[src/rtl/core/aks_pkg.sv]
// shared constants, types and helpers for the array key search block
// no dependencies; used by every file under rtl/core

package aks_pkg;

    localparam int DEPTH      = 128;
    localparam int DATA_WIDTH = 32;
    localparam int ADDR_W     = (DEPTH > 1) ? $clog2(DEPTH) : 1;
    localparam int CNT_W      = $clog2(DEPTH + 1);
    localparam int IN_W       = 32;
    localparam int POS_W      = 7;
    localparam int ACT_W      = 2;

    localparam logic [ACT_W-1:0] ACT_CLEAR  = 2'd0;
    localparam logic [ACT_W-1:0] ACT_APPEND = 2'd1;
    localparam logic [ACT_W-1:0] ACT_SEARCH = 2'd2;

    localparam logic METHOD_LINEAR = 1'b0;
    localparam logic METHOD_BINARY = 1'b1;

    typedef logic [DATA_WIDTH-1:0] t_word;

    typedef struct packed {
        logic              we;
        logic [ADDR_W-1:0] waddr;
        t_word             wdata;
        logic              re;
        logic [ADDR_W-1:0] raddr;
    } t_mem_req;

    typedef struct packed {
        logic             valid;
        logic             hit;
        logic [POS_W-1:0] pos;
    } t_result;

    // sign-extend the 32-bit input word, then cut it to the stored width
    function automatic t_word take_value(input logic [IN_W-1:0] raw);
        logic signed [63:0] ext;
        ext = 64'(signed'(raw));
        return ext[DATA_WIDTH-1:0];
    endfunction

endpackage

[src/rtl/core/aks_store.sv]
// element store: one write port, one read port with registered read data
// depends on aks_pkg

module aks_store (
    input  logic                  i_clk,
    input  aks_pkg::t_mem_req     i_req,
    output aks_pkg::t_word        o_rdata
);

    aks_pkg::t_word r_mem [aks_pkg::DEPTH];
    aks_pkg::t_word r_rdata;

    always_ff @(posedge i_clk) begin
        if (i_req.we) begin
            r_mem[i_req.waddr] <= i_req.wdata;
        end
    end

    always_ff @(posedge i_clk) begin
        if (i_req.re) begin
            r_rdata <= r_mem[i_req.raddr];
        end
    end

    assign o_rdata = r_rdata;

endmodule

[src/rtl/core/aks_seq.sv]
// sequencer with one shared compare unit: handles clear, append, linear and
// binary search over the element store; depends on aks_pkg

module aks_seq (
    input  logic                         i_clk,
    input  logic                         i_rst_n,
    input  logic                         i_valid,
    output logic                         o_ready,
    input  logic [aks_pkg::ACT_W-1:0]    i_action,
    input  logic [aks_pkg::IN_W-1:0]     i_item_value,
    input  logic                         i_method,
    output aks_pkg::t_mem_req            o_mem_req,
    input  aks_pkg::t_word               i_rdata,
    output aks_pkg::t_result             o_result,
    input  logic                         i_result_ready
);

    localparam logic [2:0] S_IDLE   = 3'd0;
    localparam logic [2:0] S_LIN    = 3'd1;
    localparam logic [2:0] S_BPROBE = 3'd2;
    localparam logic [2:0] S_BCMP   = 3'd3;
    localparam logic [2:0] S_DONE   = 3'd4;

    localparam int BW = aks_pkg::CNT_W + 1;  // signed bounds
    localparam int SW = aks_pkg::CNT_W + 2;  // bound sum

    logic [2:0]                   r_state, n_state;
    logic [aks_pkg::CNT_W-1:0]    r_count, n_count;
    aks_pkg::t_word               r_key, n_key;
    logic [aks_pkg::CNT_W-1:0]    r_idx, n_idx;
    logic                         r_pend, n_pend;
    logic [aks_pkg::ADDR_W-1:0]   r_cmp_idx, n_cmp_idx;
    logic signed [BW-1:0]         r_low, n_low;
    logic signed [BW-1:0]         r_high, n_high;
    logic [aks_pkg::ADDR_W-1:0]   r_mid, n_mid;
    logic                         r_hit, n_hit;
    logic [aks_pkg::POS_W-1:0]    r_pos, n_pos;

    logic                         w_accept;
    logic                         w_eq;
    logic                         w_gt;
    logic signed [SW-1:0]         w_sum;
    logic [aks_pkg::ADDR_W-1:0]   w_mid;
    logic signed [BW-1:0]         w_mid_ext;

    assign o_ready  = (r_state == S_IDLE);
    assign w_accept = i_valid && o_ready;

    // shared compare unit
    assign w_eq = (i_rdata == r_key);
    assign w_gt = ($signed(r_key) > $signed(i_rdata));

    assign w_sum     = SW'(r_low) + SW'(r_high);
    assign w_mid     = w_sum[aks_pkg::ADDR_W:1];
    assign w_mid_ext = BW'(r_mid);

    always_comb begin
        n_state   = r_state;
        n_count   = r_count;
        n_key     = r_key;
        n_idx     = r_idx;
        n_pend    = r_pend;
        n_cmp_idx = r_cmp_idx;
        n_low     = r_low;
        n_high    = r_high;
        n_mid     = r_mid;
        n_hit     = r_hit;
        n_pos     = r_pos;
        o_mem_req = '0;

        unique case (r_state)
            S_IDLE: begin
                if (w_accept) begin
                    unique case (i_action)
                        aks_pkg::ACT_CLEAR: begin
                            n_count = '0;
                        end
                        aks_pkg::ACT_APPEND: begin
                            if (r_count < aks_pkg::CNT_W'(aks_pkg::DEPTH)) begin
                                o_mem_req.we    = 1'b1;
                                o_mem_req.waddr = r_count[aks_pkg::ADDR_W-1:0];
                                o_mem_req.wdata = aks_pkg::take_value(i_item_value);
                                n_count         = r_count + 1'b1;
                            end
                        end
                        aks_pkg::ACT_SEARCH: begin
                            n_key = aks_pkg::take_value(i_item_value);
                            n_hit = 1'b0;
                            n_pos = '0;
                            if (i_method == aks_pkg::METHOD_LINEAR) begin
                                n_idx   = '0;
                                n_pend  = 1'b0;
                                n_state = S_LIN;
                            end else begin
                                n_low   = '0;
                                n_high  = $signed({1'b0, r_count}) - BW'(1);
                                n_state = S_BPROBE;
                            end
                        end
                        default: begin
                        end
                    endcase
                end
            end
            S_LIN: begin
                // compare the word read last cycle while the next read goes out
                if (r_pend && w_eq) begin
                    n_hit   = 1'b1;
                    n_pos   = aks_pkg::POS_W'(r_cmp_idx);
                    n_pend  = 1'b0;
                    n_state = S_DONE;
                end else if (r_idx < r_count) begin
                    o_mem_req.re    = 1'b1;
                    o_mem_req.raddr = r_idx[aks_pkg::ADDR_W-1:0];
                    n_cmp_idx       = r_idx[aks_pkg::ADDR_W-1:0];
                    n_pend          = 1'b1;
                    n_idx           = r_idx + 1'b1;
                end else begin
                    n_pend  = 1'b0;
                    n_state = S_DONE;
                end
            end
            S_BPROBE: begin
                if (r_low <= r_high) begin
                    o_mem_req.re    = 1'b1;
                    o_mem_req.raddr = w_mid;
                    n_mid           = w_mid;
                    n_state         = S_BCMP;
                end else begin
                    n_state = S_DONE;
                end
            end
            S_BCMP: begin
                if (w_eq) begin
                    n_hit   = 1'b1;
                    n_pos   = aks_pkg::POS_W'(r_mid);
                    n_state = S_DONE;
                end else begin
                    if (w_gt) begin
                        n_low = w_mid_ext + BW'(1);
                    end else begin
                        n_high = w_mid_ext - BW'(1);
                    end
                    n_state = S_BPROBE;
                end
            end
            S_DONE: begin
                if (i_result_ready) begin
                    n_state = S_IDLE;
                end
            end
            default: begin
                n_state = S_IDLE;
            end
        endcase
    end

    assign o_result.valid = (r_state == S_DONE);
    assign o_result.hit   = r_hit;
    assign o_result.pos   = r_hit ? r_pos : '0;

    always_ff @(posedge i_clk) begin
        if (!i_rst_n) begin
            r_state <= S_IDLE;
            r_count <= '0;
            r_pend  <= 1'b0;
            r_hit   <= 1'b0;
        end else begin
            r_state <= n_state;
            r_count <= n_count;
            r_pend  <= n_pend;
            r_hit   <= n_hit;
        end
    end

    always_ff @(posedge i_clk) begin
        r_key     <= n_key;
        r_idx     <= n_idx;
        r_cmp_idx <= n_cmp_idx;
        r_low     <= n_low;
        r_high    <= n_high;
        r_mid     <= n_mid;
        r_pos     <= n_pos;
    end

endmodule

[src/rtl/core/array_key_search.sv]
// array key search: store of signed words with clear, append and search
// depends on aks_pkg, aks_store, aks_seq
//
// usage
//   slave stream: s_axis_tdata carries the word to append or the key to
//   search for; s_axis_tuser carries the action (clear, append, search)
//   and the search method (linear first match or binary).
//   master stream: one transfer per search, none for clear, append or an
//   unused action. m_axis_tuser is the found flag, m_axis_tdata the index
//   of the match (zero when not found).
//   clear and append leave the block ready again at once.
//   a linear search reads the n stored words (up to DEPTH) in order until
//   the first match: the single store read port delivers one word per cycle to
//   the compare unit. a binary search reads one word per probe in S_BPROBE
//   and compares it in S_BCMP. the input is not ready while a search runs.
//   reset empties the store (count back to zero) and drops any result in
//   flight; stored words need no clearing.
//   a result waits in the output register while the receiver stalls, and
//   the block keeps taking clear and append transfers meanwhile; a second
//   search holds its result until the register frees up.

module array_key_search (
    input  logic        i_clk,
    input  logic        i_rst_n,
    input  logic        s_axis_tvalid,
    output logic        s_axis_tready,
    input  logic [31:0] s_axis_tdata,   // [31:0] item_value
    input  logic [2:0]  s_axis_tuser,   // [1:0] action, [2] method
    output logic        m_axis_tvalid,
    input  logic        m_axis_tready,
    output logic [7:0]  m_axis_tdata,   // [6:0] position, [7] zero
    output logic        m_axis_tuser    // [0] found
);

    aks_pkg::t_mem_req          w_mem_req;
    aks_pkg::t_word             w_rdata;
    aks_pkg::t_result           w_result;
    logic                       w_result_ready;

    logic                       r_out_valid;
    logic                       r_out_found;
    logic [aks_pkg::POS_W-1:0]  r_out_pos;

    assign w_result_ready = !r_out_valid || m_axis_tready;

    aks_store u_store (
        .i_clk   (i_clk),
        .i_req   (w_mem_req),
        .o_rdata (w_rdata)
    );

    aks_seq u_seq (
        .i_clk          (i_clk),
        .i_rst_n        (i_rst_n),
        .i_valid        (s_axis_tvalid),
        .o_ready        (s_axis_tready),
        .i_action       (s_axis_tuser[1:0]),
        .i_item_value   (s_axis_tdata),
        .i_method       (s_axis_tuser[2]),
        .o_mem_req      (w_mem_req),
        .i_rdata        (w_rdata),
        .o_result       (w_result),
        .i_result_ready (w_result_ready)
    );

    always_ff @(posedge i_clk) begin
        if (!i_rst_n) begin
            r_out_valid <= 1'b0;
        end else if (w_result_ready) begin
            r_out_valid <= w_result.valid;
        end
    end

    always_ff @(posedge i_clk) begin
        if (w_result_ready && w_result.valid) begin
            r_out_found <= w_result.hit;
            r_out_pos   <= w_result.pos;
        end
    end

    assign m_axis_tvalid = r_out_valid;
    assign m_axis_tuser  = r_out_found;
    assign m_axis_tdata  = {1'b0, r_out_pos};

endmodule

[config.mk]
export PLATFORM = sky130hd
export DESIGN_NAME = array_key_search
export DESIGN_NICKNAME = d
export VERILOG_FILES = /design/src/rtl/core/aks_pkg.sv /design/src/rtl/core/aks_store.sv /design/src/rtl/core/aks_seq.sv /design/src/rtl/core/array_key_search.sv
export SDC_FILE = /design/constraint.sdc
export NUM_CORES = 2
export LEC_CHECK = 0
export ABC_AREA = 0
export BUFFER_PORTS_ARGS = -buffer_cell sky130_fd_sc_hd__buf_2
export CORE_MARGIN = 1
export CORE_UTILIZATION = 45
export CTS_CLUSTER_SIZE = 12
export DETAILED_ROUTE_END_ITERATION = 6
export HOLD_SLACK_MARGIN = 0.03
export PLACE_DENSITY = 0.7
export SYNTH_ARGS = -nofsm -noshare
export SYNTH_HDL_FRONTEND = slang
export SYNTH_SLANG_ARGS = --single-unit
[constraint.sdc]
create_clock -name i_clk -period 7.8 [get_ports i_clk]
set_clock_uncertainty 0.05 [all_clocks]
set_input_delay 0.39 -clock i_clk [delete_from_list [all_inputs] [get_ports i_clk]]
set_output_delay 0.39 -clock i_clk [all_outputs]
set_load 0.03 [all_outputs]
After elaboration in Yosys (flattened, before gate mapping)
Memory sizes are Yosys's and may differ from the RTL's. A register that Yosys moved wholly into a read port is not among the register bits.
Index checks and enable logic that the tools add are counted.
- magnitude comparators: 4
- reductions and logical operators: 21
- equality and inequality tests: 21
- multiplexer cells: 55
- add/sub/neg operators: 6
- bitwise logic cells: 1
- operators by type and width (operator ; count):
    $mux W40 ; 4
    $mux W9 ; 10
    $mux W8 ; 9
    $pmux W8 S2 ; 3
    $pmux W9 S2 ; 2
    $eq A32 B32 Y1 ; 1
    $gt A32 B32 Y1 ; 1
    $mux W7 ; 4
    $mux W3 ; 7
    $pmux W7 S3 ; 1
    $reduce_and A6 Y1 ; 3
    $add A8 B1 Y8 const B ; 2
    $pmux W3 S5 ; 1
    $ne A2 B2 Y1 const B ; 7
    $ne A2 B1 Y1 const B ; 6
    $reduce_and A4 Y1 ; 3
    $mux W1 ; 11
    $le A9 B9 Y1 ; 1
    $sub A8 B1 Y9 const B ; 1
    $add A7 B1 Y8 const B ; 1
    $add A8 B8 Y8 ; 1
    $lt A8 B8 Y1 ; 1
    $lt A8 B8 Y1 const B ; 1
    $sub A7 B1 Y8 const B ; 1
    20 further kinds ; 26
- memories kept: 1
- RAM bits: 4096
- logic and storage cells: 123
- register bits: 101
- input bits: 39
- output and inout bits: 11
- memories (memory ; depth ; bits a word ; read ports ; clocked after memory_dff ; write ports ; RTL line ; RTL):
    u_store.r_mem ; 128 ; 32 ; 1 ; 1 ; 1 ; aks_store.sv:10 ; aks_pkg::t_word r_mem [aks_pkg::DEPTH];

Depth between registers and ports, before layout
- word-level depth: 7
- gate-level depth with buffers: 19
- mapped depth without buffers: 14

Modules after synthesis
Synthesis repeated with hierarchy kept, for this count alone.
- cells, all modules: 6554
- area total of the unflattened synthesis: 162609.7 µm²
- modules (own cells, without submodules) (module ; times used ; area an instance (µm²) ; cells an instance ; seq. area each (µm²)):
    aks_store ; 1 ; 156596.4 ; 5990 ; 123958.9
    aks_seq ; 1 ; 5704.2 ; 549 ; 2602.5
    array_key_search ; 1 ; 309.0 ; 15 ; 260.2

Worst setup path before layout
Ideal clock, no wire load.
- path type: register to register
- from: register u_seq.r_state[2]
- to: memory u_store.r_mem[120][0] (netlist bit), enable pin
- required time: 7248 ps
- setup slack: 2045 ps
- clock period less this slack: 5755 ps
- arrival time: 5203 ps
- setup time: 502 ps
- stages on the path, launching flop included: 9
- buffers on the path: 1
- cell sequence: dfxtp_1 buf_2 or3_1 inv_1 nand3b_1 nand3b_1 nor3_1 nand3_1 nor4_1
- longest elaborated chain between the ends: 6
- RTL lines (what ; RTL line ; RTL):
    start: declaration ; aks_seq.sv:27 ; logic [2:0] r_state, n_state;
    start signal: assignment ; aks_seq.sv:169 ; r_state <= n_state;
    $logic_not A3 Y1 * ; aks_seq.sv:46 ; assign o_ready = (r_state == S_IDLE);
    named net s_axis_tready ; array_key_search.sv:26 ; output logic s_axis_tready,
    $logic_and A1 B1 Y1 ; aks_seq.sv:47 ; assign w_accept = i_valid && o_ready;
    $mux W40 ; aks_seq.sv:73 ; if (w_accept) begin
    $mux W40 * ; aks_seq.sv:71 ; unique case (r_state)
    $mux W1 ; aks_store.sv:14 ; if (i_req.we) begin
    $mux W1 (not written as such) ; aks_store.sv:15 ; r_mem[i_req.waddr] <= i_req.wdata;
    end: declaration ; aks_store.sv:10 ;
The timed path passes the listed nets; every way through them passes the cells marked *.

Worst setup path in the final report
- from: register u_seq.r_key[31]
- to: register u_store.r_rdata[12] (netlist: u_store.o_rdata[12]), read port of u_store.r_mem (data pin)
- longest elaborated chain between the ends: 4
- RTL lines (what ; RTL line ; RTL):
    start: declaration ; aks_seq.sv:29 ; aks_pkg::t_word r_key, n_key;
    start signal: assignment ; aks_seq.sv:177 ; r_key <= n_key;
    $eq A32 B32 Y1 ; aks_seq.sv:50 ; assign w_eq = (i_rdata == r_key);
    $logic_and A1 B1 Y1 ; aks_seq.sv:107 ; if (r_pend && w_eq) begin
    $mux W8 ; aks_seq.sv:107 ;
    $pmux W8 S2 ; aks_seq.sv:71 ;
    end: declaration ; aks_store.sv:11 ; aks_pkg::t_word r_rdata;
No other way between the ends.
A chain may end at the register's enable or synchronous reset.

==> flow_metrics.py <==
metrics = {
    "placed_design": {
        "gp_congestion": 0.976,
        "placed_area_sq_um": 174000,
        "dp_hpwl_um": 267000,
        "io_buffers": 48,
    },
    "run_status": {
        "failed_checks": "design-rule violations, max-capacitance violations",
        "status": "finished with violations",
    },
    "finish": {
        "postLayoutCellArea_sq_um": 186000,
        "layout_common_cells": "edfxtp_1 (4,214), nand2_1 (2,537), a21oi_1 (807)",
        "final_common_cell": "edfxtp_1",
        "synthToLayoutAreaGrowth_pct": 11.8,
        "fill_cells": 29700,
        "multi_input_area_sq_um": 37200,
        "drive_above_1_share_pct": 9.13,
        "nets": 11700,
        "seq_area_sq_um": 127000,
    },
    "global_routing": {
        "grt_use_met1_pct": 34.3,
        "grt_usage_pct": 25.0,
        "use_met3_pct": 6.38,
        "grt_util_met2_pct": 36.4,
        "grt_start_max_net_pins": 173,
        "grt-ovfl-total": 0,
        "grt_pass1_vias": 95500,
        "grt_pass1_wl_um": 679000,
        "grt.busiest_layer": "met2",
        "antenna_found_initial": 26,
    },
    "synthesis": {
        "syn_nets": 11500,
        "yosys_most_used_dff": "edfxtp_1",
        "ys_types": 86,
        "yosysTopAreaCellShare_pct": 76.0,
        "synth_cells": 11500,
        "synth-edff-count": 4214,
        "synth_warnings": 0,
        "synth-async-reset-ratio_pct": 0,
        "synth.area.top_cells": "edfxtp_1 (76%), nand2_1 (5.7%), mux2i_1 (4.8%)",
        "syn_area_per_cell_sq_um": 14.5,
        "seq_area_frac_synth_pct": 76.1,
        "synth-seq-cells": 4228,
        "synth_top_cell_by_area": "edfxtp_1",
        "syn-cell-area_sq_um": 167000,
    },
    "power": {
        "p_int_mw": 35.3,
        "cellPowerDensity_nw_per_um2": 240,
        "clockPowerShare_pct": 41.3,
        "ir_drop_v": 0.000201,
        "p_seq_share_pct": 55.8,
        "p_leak_nw": 66.1,
        "p_sw_share_pct": 20.8,
        "p_sw_mw": 9.28,
        "power_frac_comb_pct": 2.9,
    },
    "timing": {
        "slew-limit-headroom_pct": 0.901,
        "post-route-period-util_pct": 79.1,
        "setup_tns_ns": 0,
        "finalHoldViolCount": 0,
        "finalCriticalPeriod_ns": 6.17,
        "worst_slew_pin_slew_ns": 1.47,
        "slew_viol_final": 0,
        "fmaxAchievable_mhz": 162,
        "fin_hold_ws_ns": 0.174,
        "finalSetupViolCount": 0,
        "rsz0062_at_grt": "no",
    },
    "clocking": {
        "insertion_delay_ns": 0.99,
        "cts-root-buf": "clkbuf_16",
        "ctsResizeCount": 0,
        "cts_setup_buffers": 0,
        "cts_tree": "done",
        "h-tree-depth": 5,
        "cts_buffers": 421,
        "clockBufferDepth": 4,
        "clock-sinks": 4228,
        "cts_hold_buffers": 37,
        "clk_pin_slew_ns": 0.06,
    },
    "routing": {
        "vias": 102000,
        "vias_per_cell": 6.08,
        "drt_iter0_drc": 16200,
        "totalWireLength_um": 479000,
        "detail-route-antenna-nets": 0,
        "drtPass1Iterations": 7,
        "wl_per_cell_um": 28.6,
        "drc_errors": 1,
    },
    "floorplanning": {
        "die_area_sq_um": 373000,
        "io_pins": 50,
        "die_w_um": 610,
        "start_util_pct": 45.2,
        "core_area_sq_um": 369000,
        "row_count": 223,
        "dieHeight_um": 610,
    },
    "flow_run": {
        "cap_violations": 1,
    },
    "critical_path": {
        "cp.required_ns": 8.55,
        "crit_fanout": 85,
        "crit_type": "reg2reg",
        "start_kind": "register",
        "critPathCaptureType": "register",
        "arrival_ns": 6.92,
    },
    "hold_path": {
        "hold_class": "in2reg",
    },
}
==> worst paths after layout <==
path / from / end / slack, ns / cells past startpoint
worst max-delay path: u_seq.r_key[31]$_DFFE_PP_ / u_store.o_rdata[12]$_DFFE_PP_ / 1.63 / 13
worst max register to register: u_seq.r_key[31]$_DFFE_PP_ / u_store.o_rdata[12]$_DFFE_PP_ / 1.63 / 13
worst min register to register: u_seq.r_pos[6]$_DFFE_PP_ / r_out_pos[6]$_SDFFCE_PN0P_ / 0.47 / 1
worst min-delay path: s_axis_tuser[0] / u_seq.r_hit$_SDFFE_PN0P_ / 0.17 / 4
==> critical path, cell delays in order, from the launching register on <==
cell	delay, ns
edfxtp_1	0.37
ha_1	0.33
nand4_1	0.21
nor4_4	0.56
a311oi_1	0.25
a22oi_2	0.87
nand2_8	0.67
buf_12	0.46
a21oi_1	0.16
nor4_1	0.07
buf_4	0.18
nor4_2	1.20
nand2_1	0.13
o311ai_1	0.29
==> cell type report <==
cell class | instances | share of cell area [%]
Sequential cell | 4228 | 68.1
Multi-Input combinational cell | 6434 | 20.0
Clock buffer | 567 | 6.06
Tap cell | 4950 | 3.33
Timing Repair Buffer | 406 | 1.95
Clock inverter | 119 | 0.454
Inverter | 67 | 0.138
Antenna cell | 10 | 0.0134
==> registers in the layout, indices dropped and copies added (netlist names), 8 cells and up <==
signal,flops
u_store.r_mem,4096
u_seq.r_key,32
u_store.o_rdata,32
u_seq.r_high,9
u_seq.r_count,8
u_seq.r_idx,8
u_seq.r_low,8
==> cell families after synthesis <==
| family | Yosys count | synth area share [%] |
|---|---|---|
| buf+inv | 788 | 2.35 |
| flops | 4228 | 76.1 |
| compound gates | 1600 | 5.77 |
| fa+ha+maj | 60 | 0.455 |
| xor+xnor | 31 | 0.163 |
| mux | 801 | 4.81 |
| other cells | 1 | 0.00225 |
| simple gates | 3941 | 10.3 |
==> per-layer routing <==
| layer | vias up | wire [um] |
|---|---|---|
| li1 | 43400 | - |
| met1 | 51100 | 179000 |
| met2 | 6526 | 208000 |
| met3 | 1036 | 62500 |
| met4 | 4 | 30000 |
| met5 | - | 30 |
==> power by group through the flow <==
stage	Sequential, mW	Clock (mW)	Combinational [mW]
after global routing	24.9	19.3	1.36
after detailed placement	25.4	0	1.25
after floorplan	25.4	0	0.693
after global placement	25.4	0	1.23
after CTS	24.9	18.5	1.27
final	24.9	18.4	1.32
==> synthesized netlist by cell type (all sizes together) (21+ instances only) <==
master	number
o311ai	21
o22ai	392
nor3	23
ha	59
o21ai	52
nand4	30
inv	67
mux2i	801
a31oi	88
and2	42
nor4	276
or4	114
buf	446
o211ai	28
edfxtp	4214
nand3	587
a311oi	90
and3	62
clkbuf	275
a211oi	28
nor2	227
nand2	2544
a21oi	809
==> stage by stage <==
stage	setup WS, ns	instances	utilization, %	total power, mW
finish	1.63	16800	50.5	44.6
global route	1.50	16800	50.5	45.6
CTS	1.83	16800	50.5	44.7
detailed placement	1.82	16000	47.1	26.6
global placement	1.83	16000	47.1	26.6
floorplan	2.04	11500	-	26.1
Power figures use the tool's default switching activity.
